==> src/rtl/rme_div.sv <==
// ----------------------------------------------------------------------------
// rme_div: restoring bit-serial divider
// Divides an unsigned numerator, optionally scaled up by FW fraction bits,
// by an unsigned non-zero denominator; one quotient bit per cycle.
// ----------------------------------------------------------------------------
module rme_div #(
  parameter int NW = 64,
  parameter int FW = 24
) (
  input  logic             clk,
  input  logic             rst,
  input  logic             start,
  input  logic             frac,
  input  logic [NW-1:0]    num,
  input  logic [NW-1:0]    den,
  output logic             busy,
  output logic             done,
  output logic [NW+FW-1:0] quot
);

  localparam int DW = NW + FW;
  localparam int CW = $clog2(DW + 1);

  logic [DW-1:0] dq;
  logic [NW-1:0] rem;
  logic [CW-1:0] cnt;
  logic [NW:0]   trial;
  logic          ge;

  // The dividend bits leave at the top while quotient bits enter at the bottom.
  assign trial = {rem, dq[DW-1]};
  assign ge    = trial >= {1'b0, den};
  assign quot  = dq;

  always_ff @(posedge clk) begin
    if (rst) begin
      busy <= 1'b0;
      done <= 1'b0;
      cnt  <= '0;
    end else begin
      done <= 1'b0;
      if (start && !busy) begin
        dq   <= frac ? {num, {FW{1'b0}}} : {{FW{1'b0}}, num};
        rem  <= '0;
        cnt  <= CW'(DW);
        busy <= 1'b1;
      end else if (busy) begin
        rem <= ge ? NW'(trial - {1'b0, den}) : trial[NW-1:0];
        dq  <= {dq[DW-2:0], ge};
        cnt <= cnt - 1'b1;
        if (cnt == CW'(1)) begin
          busy <= 1'b0;
          done <= 1'b1;
        end
      end
    end
  end

  a_start_idle: assert property (@(posedge clk) disable iff (rst) start |-> !busy)
    else $error("divider started while busy");
  a_done_idle: assert property (@(posedge clk) disable iff (rst) done |-> !busy)
    else $error("divider done while still busy");
  a_busy_cnt: assert property (@(posedge clk) disable iff (rst) busy |-> cnt != '0)
    else $error("divider busy with no steps left");

endmodule
==> config.mk <==
export PLATFORM = sky130hd
export DESIGN_NAME = rme_div
export DESIGN_NICKNAME = d
export VERILOG_FILES = /design/src/rtl/rme_div.sv
export SDC_FILE = /design/constraint.sdc
export NUM_CORES = 1
export LEC_CHECK = 0
export ABC_CLOCK_PERIOD_IN_PS = 18600
export BUFFER_PORTS_ARGS = -buffer_cell sky130_fd_sc_hd__buf_2
export CELL_PAD_IN_SITES_DETAIL_PLACEMENT = 1
export CELL_PAD_IN_SITES_GLOBAL_PLACEMENT = 1
export CORE_MARGIN = 2
export CORE_UTILIZATION = 35
export CTS_CLUSTER_DIAMETER = 60
export DETAILED_ROUTE_END_ITERATION = 6
export GPL_ROUTABILITY_DRIVEN = 0
export PLACE_DENSITY_LB_ADDON = 0.12
export SYNTH_ARGS = -nofsm -noshare
export SYNTH_HDL_FRONTEND = slang
export SYNTH_SLANG_ARGS = --single-unit
==> constraint.sdc <==
create_clock -name clk -period 18.6 [get_ports clk]
set_input_delay 1.86 -clock clk [delete_from_list [all_inputs] [get_ports clk]]
set_output_delay 1.86 -clock clk [all_outputs]
set_load 0.02 [all_outputs]
### After elaboration in Yosys (flattened, before gate mapping)

Index checks and enable logic that the tools add are counted.

* $lt $le $gt $ge: 1
* bitwise operators: 2
* reductions and logical operators: 6
* mux-type cells: 11
* equality and inequality tests: 1
* $add $sub $neg: 2

Operator list (number)
* two-way mux 88 bit: 3
* two-way mux 64 bit: 2
* greater-or-equal comparator 65 x 64 -> 1 bit: 1
* subtractor 64 bit: 1
* two-way mux 7 bit: 2
* equality test 7 x 1 -> 1 bit, second input constant: 1
* subtractor 7 x 1 -> 7 bit, second input constant: 1
* two-way mux 1 bit: 4
* OR reduction 3 bit: 1
* inverter 1 bit: 2
* AND reduction 2 bit: 1
* nonzero test 2 bit: 1
* OR reduction 2 bit: 1
* logical AND 1 bit: 1
* zero test 1 bit: 1

* register bits: 161
* output and inout bits: 90

### Logic depth before layout (Yosys ltp)

Gate-level depths: netlist (run 1).

* word-level depth: 4
* mapped depth: 15

### Least setup slack after synthesis (run 1)

OpenSTA, ideal clock, no wires.

* kind: input port to flip-flop
* from: in rst
* to: reg busy
* setup time: 0.085 ns
* path slack: 9.474 ns
* stages on the path: 3
* data arrival time: 9.041 ns
* cell sequence: clkbuf_1 nor2_1 o31a_1

RTL lines
* start: declaration: line 11 `input logic rst,`
* end signal: assignment: line 37 `busy <= 1'b0;`
* end signal: assignment: line 46 `busy <= 1'b1;`
* end signal: assignment: line 52 `busy <= 1'b0;`
* end: declaration: line 16 `output logic busy,`

### Final worst setup path (run 1)

* from: in den[1]
* to: reg rem[60] (data pin)

* word-level cells in the longest chain between the ends: 3

RTL lines
* start: declaration: line 15 `input logic [NW-1:0] den,`
* subtractor 64 bit / greater-or-equal comparator 65 x 64 -> 1 bit (equally long branches): line 48, 32
* two-way mux 64 bit (*): line 48 `rem <= ge ? NW'(trial - {1'b0, den}) : trial[NW-1:0];`
* two-way mux 64 bit (*): line 47 `end else if (busy) begin`
* end signal: assignment: line 48
* end: declaration: line 25 `logic [NW-1:0] rem;`

Every way passes the cells marked *; elsewhere a longest branch is shown, timed or not. The select of a mux whose other input is x is not followed.
A chain may end at the register's enable or synchronous reset.

==> results of run 1 <==
[final cells by class]
cell class                 instances  area, um^2  area share (%)
clock buffer                      19         433            3.17
clock inverter                    12         131           0.960
inverter                          86         323            2.36
multi-input combinational        971        6340            46.4
sequential                       161        4740            34.7
tap                              442         553            4.04
timing repair buffer             227        1150            8.43
[synthesized netlist by cell type, drive strengths merged, types with 3 or more instances]
| master | n |
|---|---|
| nor3 | 24 |
| a21boi | 5 |
| clkbuf | 52 |
| inv | 86 |
| nand3b | 25 |
| o21a | 7 |
| a21o | 26 |
| mux2i | 79 |
| o41ai | 3 |
| a41oi | 3 |
| o31a | 4 |
| nand4 | 23 |
| a21oi | 86 |
| dfxtp | 9 |
| and3 | 5 |
| edfxtp | 152 |
| o22ai | 7 |
| o21bai | 11 |
| nand3 | 36 |
| nor4 | 7 |
| ha | 66 |
| o211ai | 7 |
| o31ai | 6 |
| nor2 | 107 |
| nand2b | 5 |
| a31o | 3 |
| o21ai | 88 |
| a31oi | 4 |
| xnor2 | 35 |
| nor2b | 7 |
| and2 | 6 |
| xor2 | 23 |
| nand2 | 205 |
| a211oi | 24 |
| a221oi | 3 |
| buf | 19 |
[logic make-up (layout without fill, tap and decap cells)]
kind of cell,count (synthesis),count (layout)
AOI/OAI and AO/OA,304,304
muxes,79,79
adders and majority gates,67,67
buffers and inverters,157,344
DFF,161,161
xor gates and xnor gates,58,58
and+or+nand+nor,463,463
[routing by layer]
layer	part of all wire (%)	wire (um)
met1	45	16200
met2	47	17000
met3	6.9	2500
met4	1.7	602
met5	0.074	27
[sequential cells by signal, indices dropped and copies added, names as in the netlist]
signal  flops
busy        1
rem        64
quot       88
cnt         7
done        1
[where the power goes]
| group | total [mW] | switching, mW | internal (mW) | leakage (nW) |
|---|---|---|---|---|
| logic | 0.481 | 0.297 | 0.184 | 4.32 |
| clock network | 0.361 | 0.163 | 0.198 | 0.270 |
| registers | 0.478 | 0.0238 | 0.455 | 1.55 |
| total | 1.32 | 0.484 | 0.836 | 6.13 |
[worst paths after layout]
kind              slack [ns]  depth (start not counted)      from       to
hold / removal          0.49                          1    cnt[4]   cnt[4]
setup reg to reg       14.12                         13  quot[87]  rem[60]
setup / recovery       13.07                         14    den[1]  rem[60]
hold reg to reg         0.49                          1    cnt[4]   cnt[4]
[stage by stage]
stage	instances	cell area [um^2]
after floorplan	1289	11700
after global placement	1887	13100
after detailed placement	1887	13100
after CTS	1918	13700
after global routing	1918	13700
final	1918	13700
==> reports/metrics.csv, run 1 <==
stage,metric,value,unit
pwr,cellLeakagePower,6.13,nW
synth,synth.area.top_cells,"edfxtp_1 (39%), ha_1 (7.1%), mux2i_1 (6.8%), nand2_1 (6.6%), a21oi_1 (3.7%)",
timing,slew_viol_final,0,
detailed_routing,post_drt_wl_per_cell,18.9,um
layout,final_cell_mix,"buf_2 (220), nand2_1 (205), edfxtp_1 (152)",
die,die_area,34900,um^2
synth,yosysTopAreaCell,edfxtp_1,
die,coreArea,32700,um^2
synth,synth.cell_area,11700,um^2
layout,final_nets,1663,
layout,fillers,3880,
synth,synth_top_family_by_area,simple AND/OR/NAND/NOR gates,
critical_path,cp_max_fo,57,
timing,tns,0,ns
timing,rsz0062_at_grt,no,
layout,postLayoutCoreUtil,41.8,%
die,die_w,187,um
synth,synth-simple-area-share,18.0,%
synth,syn_avg_cell_area,9.08,um^2
global_routing,grtUsageMet2,34.3,%
synth,syn_nets,1488,
status,status,completed,
cts,clk_latency,0.44,ns
global_routing,grt_max_degree,96,
die,rows,66,
placed_design,dp_hpwl,27.4,mm
layout,syn_to_final_growth,16.9,%
synth,synthCells,1289,
die,die_h,187,um
cts,cts_sinks,161,
timing,report.final.hold_viol_count,0,
global_routing,use_met3,6.85,%
global_routing,grt_pass1_wl,58.9,mm
detailed_routing,vias,10200,
pwr,max-vdd-ir-drop,65.7,uV
detailed_routing,drtIter0Drc,522,
critical_path,max_stage_delay,0.72,ns
detailed_routing,routed_wl,36.3,mm
timing,max-slew-margin-rel,28.3,%
global_routing,grt_pass1_vias,10700,
synth,synthArstFlopShare,0,%
cts,cts.clk_slew.worst_paths,0.07,ns
detailed_routing,vias_per_cell,5.29,
worst_hold_path,hold_class,reg2reg,
timing,fin_ws,13.07,ns
synth,synth_compound_area_share,17.6,%
timing,period_needed,5.53,ns
detailed_routing,ant_nets,0,
die,start_util,35.8,%
critical_path,worstSetupPathType,in2reg,
critical_path,slowest_stage,buf_4,
critical_path,required,18.87,ns
timing,worst_pin_slew,1.07,ns
synth,synth_cell_types,76,
cts,cts_hold_buffers,0,
detailed_routing,drcViolationCount,0,
global_routing,grt_overflow,0,
critical_path,critPathLaunchType,input pin,
placed_design,io_buffers,221,
timing,final_min_period_over_clock_period,29.7,%
synth,muxShareOfSynthArea,6.76,%
layout,layout.cells.most_common,buf_2,
cts,cts_resized,0,
synth,synth_xor_area_share,4.34,%
global_routing,antenna_found_initial,2,
critical_path,path_buf_inv,3,
synth,yosys_warnings,0,
global_routing,grt_use_met1,26.7,%
timing,whs,0.488,ns
synth,synth_seq_cells,161,
critical_path,crit_chain,buf_2 > inv_1 > ha_1 > nor2b_1 > o211ai_1 > a2111oi_2 > o31ai_2 > a21boi_1 > o211ai_2 > nand2_1 > a21bo_4 > buf_4 > nand2_1 > o22ai_1,
global_routing,top_usage_layer,met2,
synth,yosysSeqAreaShare,40.5,%
placed_design,pre_cts_ws,12.56,ns
layout,drive_above_1_share,19.9,%
cts,cts-root-buf,clkbuf_16,
cts,cts_setup_buffers,0,
timing,fmax,181,MHz
detailed_routing,firstDrtPassIters,5,
pwr,finalPower,1.32,mW
cts,cts_tree,yes,
global_routing,grtUsageTotal,20.9,%
cts,cts_made_buffers,17,
critical_path,arrival,5.80,ns
timing,setup_viol,0,
die,ioPinCount,222,
critical_path,cp_common_cell,nand2_1,
pwr,power_density,96.5,nW/um^2
cts,cts_htree_levels,4,
cts,clockBufferDepth,2,
layout,antenna_cells,0,
run,maxCapViolCount,0,
synth,synth_ff_type,edfxtp_1,
critical_path,crit_family,compound AO/OA/AOI/OAI gates,
synth,synth_top_area_share,39.0,%
synth,synth_fa_ha_area_share,7.23,%
synth,synth_edf_count,152,
timing,clock_skew,0.0101,ns
critical_path,cp-end-kind,flip-flop,
(Power assumes the default switching activity.)
==> run 2: changes to the inputs <==
--- a/config.mk
+++ b/config.mk
@@ -5,7 +5,8 @@
 export SDC_FILE = /design/constraint.sdc
 export NUM_CORES = 1
 export LEC_CHECK = 0
-export ABC_CLOCK_PERIOD_IN_PS = 18600
+export ABC_AREA = 1
+export ABC_CLOCK_PERIOD_IN_PS = 5200
 export BUFFER_PORTS_ARGS = -buffer_cell sky130_fd_sc_hd__buf_2
 export CELL_PAD_IN_SITES_DETAIL_PLACEMENT = 1
 export CELL_PAD_IN_SITES_GLOBAL_PLACEMENT = 1
==> constraint.sdc (replaced) <==
create_clock -name clk -period 5.2 [get_ports clk]
set_input_delay 0.52 -clock clk [delete_from_list [all_inputs] [get_ports clk]]
set_output_delay 0.52 -clock clk [all_outputs]
set_load 0.02 [all_outputs]
==> run 2 against run 1 <==
Against the previous run: sequential power rose to 3.5 times the previous value; non-clock buffer count unchanged; global-route usage up 5.6 points; critical path depth down 4; clock skew up 0.0091 ns; largest power group unchanged; highest routed layer unchanged.
==> reports/metrics.csv, run 2 <==
stage,metric,value,unit
status,status,completed,
synth,muxShareOfSynthArea,0,%
detailed_routing,firstDrtPassIters,5,
cts,clockBufferDepth,2,
run,maxCapViolCount,0,
layout,syn_to_final_growth,15.3,%
global_routing,grt_pass1_wl,85.3,mm
synth,synth_ff_type,edfxtp_1,
critical_path,worstSetupPathType,reg2reg,
synth,synth_top_area_share,32.1,%
cts,cts_resized,0,
critical_path,required,5.43,ns
layout,layout.cells.most_common,nand2_1,
die,die_area,42200,um^2
detailed_routing,post_drt_wl_per_cell,17.7,um
synth,synth-simple-area-share,38.3,%
timing,setup_viol,0,
timing,slew_viol_final,0,
synth,syn_avg_cell_area,6.19,um^2
cts,cts.clk_slew.worst_paths,0.07,ns
layout,drive_above_1_share,11.3,%
cts,cts_setup_buffers,0,
timing,whs,0.317,ns
cts,clk_latency,0.49,ns
timing,clock_skew,0.0192,ns
critical_path,crit_family,simple AND/OR/NAND/NOR gates,
pwr,power_density,304,nW/um^2
critical_path,slowest_stage,edfxtp_1,
synth,synth_edf_count,152,
synth,synth.cell_area,14200,um^2
timing,report.final.hold_viol_count,0,
layout,stdcell_area,16400,um^2
critical_path,path_buf_inv,0,
timing,worst_pin_slew,1.15,ns
layout,fillers,5425,
timing,period_needed,3.57,ns
synth,yosysSeqAreaShare,33.4,%
timing,fmax,280,MHz
detailed_routing,ant_nets,0,
global_routing,grt_overflow,0,
critical_path,ff2ff_path_depth,10,
synth,synthArstFlopShare,0,%
synth,synth_most_common_cell,nand2_1,
critical_path,arrival,3.79,ns
placed_design,dp_hpwl,43.4,mm
die,rows,73,
detailed_routing,drcViolationCount,0,
placed_design,pre_cts_ws,1.57,ns
synth,synthCells,2298,
die,start_util,35.6,%
die,die_h,206,um
cts,cts_tree,yes,
global_routing,grt_max_degree,153,
pwr,finalPower,4.98,mW
pwr,cellLeakagePower,9.19,nW
timing,rsz0062_at_grt,no,
die,ioPinCount,222,
layout,multiInputGateArea,7490,um^2
detailed_routing,vias_per_cell,4.84,
layout,final_nets,2687,
cts,cts-root-buf,clkbuf_16,
placed_design,placed_cell_area,15800,um^2
critical_path,worst-path-stages,10,
synth,synth_fa_ha_area_share,5.95,%
critical_path,cp_common_cell,nand2_1,
layout,fin_cells,3029,
synth,syn_nets,2497,
layout,largest_register_ffs,88,
placed_design,io_buffers,221,
critical_path,cp-endpoint,rem[35],
synth,synth_cell_types,36,
layout,postLayoutCoreUtil,41.1,%
synth,ys_top_cells_by_count,"nand2_1 (891), inv_1 (457), nor2_1 (284), edfxtp_1 (152), a21oi_1 (120)",
critical_path,cp-end-kind,flip-flop,
detailed_routing,routed_wl,53.7,mm
global_routing,grt_pass1_vias,15700,
critical_path,r2r-end,rem[35],
cts,cts_htree_levels,4,
critical_path,cp_max_fo,55,
cts,cts_sinks,161,
timing,fin_ws,1.63,ns
pwr,max-vdd-ir-drop,278,uV
synth,synth_xor_area_share,1.91,%
detailed_routing,vias,14700,
worst_hold_path,hold_class,in2reg,
placed_design,post-place-cells,2994,
critical_path,crit_chain,ha_1 > nand2_1 > nor2_1 > nand2_1 > nor4_4 > nand2_4 > nand2_4 > nand2_1 > nand2_1 > nor2_1,
detailed_routing,drtIter0Drc,775,
synth,synth_compound_area_share,6.33,%
global_routing,grtUsageTotal,26.6,%
die,die_w,206,um
synth,synth.area.top_cells,"edfxtp_1 (32%), nand2_1 (24%), inv_1 (12%), nor2_1 (7.5%), ha_1 (5.8%)",
critical_path,critPathLaunchType,flip-flop,
cts,cts_made_buffers,17,
cts,cts_hold_buffers,0,
synth,synth_seq_cells,161,
die,coreArea,39900,um^2
synth,synth_top_family_by_area,simple AND/OR/NAND/NOR gates,
critical_path,max_stage_delay,0.52,ns
global_routing,antenna_found_initial,10,
synth,yosys_warnings,0,
critical_path,startpoint,rem[39],
layout,regArea,4740,um^2
critical_path,r2r_start,rem[39],
critical_path,rrSetupSlack,1.63,ns
timing,max-slew-margin-rel,23.1,%
timing,final_min_period_over_clock_period,68.6,%
synth,yosysTopAreaCell,edfxtp_1,
layout,final_cell_mix,"nand2_1 (890), inv_1 (457), nor2_1 (283)",
timing,tns,0,ns
run 2: power by group:
group | switching [mW] | internal (mW)
registers | 0.0757 | 1.61
clock network | 0.628 | 0.721
logic | 1.34 | 0.606
run 2: area by class of cell:
type / instances / area share [%]
Antenna cell: 3 / 0.0458
Clock buffer: 17 / 2.60
Tap cell: 525 / 4.01
Timing Repair Buffer: 227 / 7.10
Clock inverter: 15 / 1.05
Multi-Input combinational cell: 1619 / 45.7
Sequential cell: 161 / 28.9
Inverter: 462 / 10.6
run 2: kinds of logic after synthesis:
kind of cell    after synthesis
compound gates              177
xor+xnor                     31
fa+ha+maj                    67
buf+inv                     518
flops                       161
simple gates               1344
run 2: worst min-delay path by stage:
stage	startpoint	to	slack (ns)	depth (start not counted)
6_report	rst	done	0.32	2
2_1_floorplan	cnt[4]	cnt[4]	0.44	1
3_5_place_dp	cnt[4]	cnt[4]	0.46	1
5_1_grt	rst	done	0.32	2
3_3_place_gp	cnt[4]	cnt[4]	0.46	1
4_1_cts	rst	done	0.29	2
run 2: metal layers:
layer  part of all wire, %  routed length (um)  vias up  GRT usage [%]
li1                      -                   -     7361              -
met1                    43               22900     6834           31.4
met2                    46               24800      334           44.5
met3                   7.1                3810      114           8.76
met4                   3.8                2060       16           10.3
met5                  0.21                 113        -              0
==> run 3: changes to the inputs <==
--- a/config.mk
+++ b/config.mk
@@ -5,8 +5,8 @@
 export SDC_FILE = /design/constraint.sdc
 export NUM_CORES = 1
 export LEC_CHECK = 0
-export ABC_AREA = 1
-export ABC_CLOCK_PERIOD_IN_PS = 5200
+export ABC_AREA = 0
+export ABC_CLOCK_PERIOD_IN_PS = 3380
 export BUFFER_PORTS_ARGS = -buffer_cell sky130_fd_sc_hd__buf_2
 export CELL_PAD_IN_SITES_DETAIL_PLACEMENT = 1
 export CELL_PAD_IN_SITES_GLOBAL_PLACEMENT = 1
==> constraint.sdc (replaced) <==
create_clock -name clk -period 3.38 [get_ports clk]
set_input_delay 0.338 -clock clk [delete_from_list [all_inputs] [get_ports clk]]
set_output_delay 0.338 -clock clk [all_outputs]
set_load 0.02 [all_outputs]
==> run 3 against run 2 <==
Against the previous run: clock skew decreased by 0.0072 ns; sequential power rose by 55%; largest power group unchanged; fmax up 7.5%; via count is 29% lower; core utilization grew 3.4 points; register-to-register slack worse by 1.6 ns.
==> reports/metrics.csv, run 3 (same netlist as run 1, synthesis figures left out) <==
stage,metric,value,unit
status,status,completed,
placed_design,dp_hpwl,28.8,mm
layout,multiInputGateArea,6420,um^2
cts,clk_latency,0.45,ns
layout,stdcell_area,14500,um^2
global_routing,grt_pass1_wl,60.1,mm
global_routing,grtUsageTotal,21.5,%
layout,fin_cells,2005,
global_routing,grt_pass1_vias,11100,
critical_path,path_buf_inv,1,
cts,clockBufferDepth,2,
critical_path,startpoint,rem[7],
timing,worst_pin_slew,0.842,ns
layout,final_nets,1749,
timing,report.final.hold_viol_count,0,
cts,cts_sinks,161,
pwr,finalPower,7.64,mW
die,ioPinCount,222,
detailed_routing,drtIter0Drc,514,
timing,slew_viol_final,0,
global_routing,antenna_found_initial,3,
timing,rsz0062_at_grt,yes,
critical_path,r2r_start,rem[7],
detailed_routing,vias_per_cell,5.21,
die,rows,66,
placed_design,pre_cts_ws,-0.0620,ns
critical_path,cp-end-kind,flip-flop,
timing,whs,0.200,ns
critical_path,worstSetupPathType,reg2reg,
die,coreArea,32700,um^2
timing,final_min_period_over_clock_period,98.2,%
timing,max-slew-margin-rel,43.7,%
detailed_routing,ant_nets,0,
detailed_routing,vias,10400,
placed_design,io_buffers,221,
cts,cts_tree,yes,
worst_hold_path,hp-start,num[44],
critical_path,critPathLaunchType,flip-flop,
pwr,max-vdd-ir-drop,390,uV
critical_path,cp_max_fo,7,
detailed_routing,routed_wl,37.4,mm
cts,cts-root-buf,clkbuf_16,
global_routing,grt_max_degree,87,
placed_design,placed_cell_area,13900,um^2
pwr,power_density,525,nW/um^2
die,start_util,35.8,%
pwr,cellLeakagePower,6.61,nW
layout,layout.cells.most_common,buf_2,
critical_path,slowest_stage,edfxtp_1,
layout,largest_register_ffs,88,
timing,tns,0,ns
cts,cts_htree_levels,4,
run,maxCapViolCount,0,
layout,postLayoutCoreUtil,44.4,%
detailed_routing,drcViolationCount,0,
layout,final_cell_mix,"buf_2 (220), nand2_1 (205), edfxtp_1 (152)",
layout,syn_to_final_growth,24.2,%
layout,fillers,3931,
layout,regArea,4750,um^2
die,die_w,187,um
layout,antenna_cells,0,
timing,fmax,301,MHz
cts,cts.clk_slew.worst_paths,0.07,ns
timing,period_needed,3.32,ns
layout,drive_above_1_share,25.1,%
critical_path,crit_family,compound AO/OA/AOI/OAI gates,
cts,cts_made_buffers,17,
timing,setup_viol,0,
critical_path,crit_chain,ha_1 > a21o_1 > a31o_1 > a41o_1 > o31ai_2 > a21boi_2 > o211ai_2 > nand2_1 > a21bo_4 > buf_4 > mux2i_1 > nor2_1,
worst_hold_path,hold_class,in2reg,
detailed_routing,post_drt_wl_per_cell,18.6,um
die,die_h,187,um
detailed_routing,firstDrtPassIters,5,
timing,clock_skew,0.0120,ns
placed_design,post-place-cells,1971,
timing,fin_ws,0.0616,ns
global_routing,grt_overflow,0,
critical_path,max_stage_delay,0.41,ns
critical_path,arrival,3.48,ns
die,die_area,34900,um^2
critical_path,required,3.54,ns
[run 3: cell types whose count changed in the layout (fill, tap and decap cells not counted), sizes merged, moves of 35 or more]
cell,delta
nand2,-693
inv,-377
nor2,-181
buf,+86
mux2i,+79
nand3,-40
o21ai,+36
a21oi,-35
[run 3: final timing paths]
check / to / slack [ns] / depth (start not counted)
max: rem[49] / 0.06 / 12
min: quot[68] / 0.20 / 3
max reg2reg: rem[49] / 0.06 / 12
min reg2reg: cnt[4] / 0.48 / 1
[run 3: area by class of cell]
cell class,instances,share of cell area [%]
multi-input combinational,971,44.2
sequential,161,32.7
timing repair buffer,313,13.2
tap,442,3.81
clock buffer,18,2.95
inverter,86,2.22
clock inverter,14,1.04
[run 3: repair_timing]
action / 4_1_cts / 5_1_grt
setup buffers: 0 / 2
resized for setup: 4 / 17
endpoints found under the setup margin: 17 / 60
hold buffers: 0 / 0
pin swaps: 0 / 3
[run 3: worst register-to-register path: stages (launching register included)]
cell	delay (ns)
edfxtp_1	0.41
ha_1	0.40
a21o_1	0.19
a31o_1	0.20
a41o_1	0.30
o31ai_2	0.34
a21boi_2	0.14
o211ai_2	0.18
nand2_1	0.11
a21bo_4	0.28
buf_4	0.17
mux2i_1	0.24
nor2_1	0.07
[run 3: routing by layer]
layer / up-vias / global-route usage (%) / wire, um
li1: 5145 / - / -
met4: 6 / 4.58 / 533
met3: 35 / 6.60 / 2310
met1: 5045 / 27.0 / 16800
met5: - / 0 / 32
met2: 209 / 36.4 / 17700
[run 3: power breakdown]
group	switching [mW]	internal [mW]
clock network	0.934	1.10
logic	1.73	1.25
registers	0.126	2.50
total	2.79	4.85
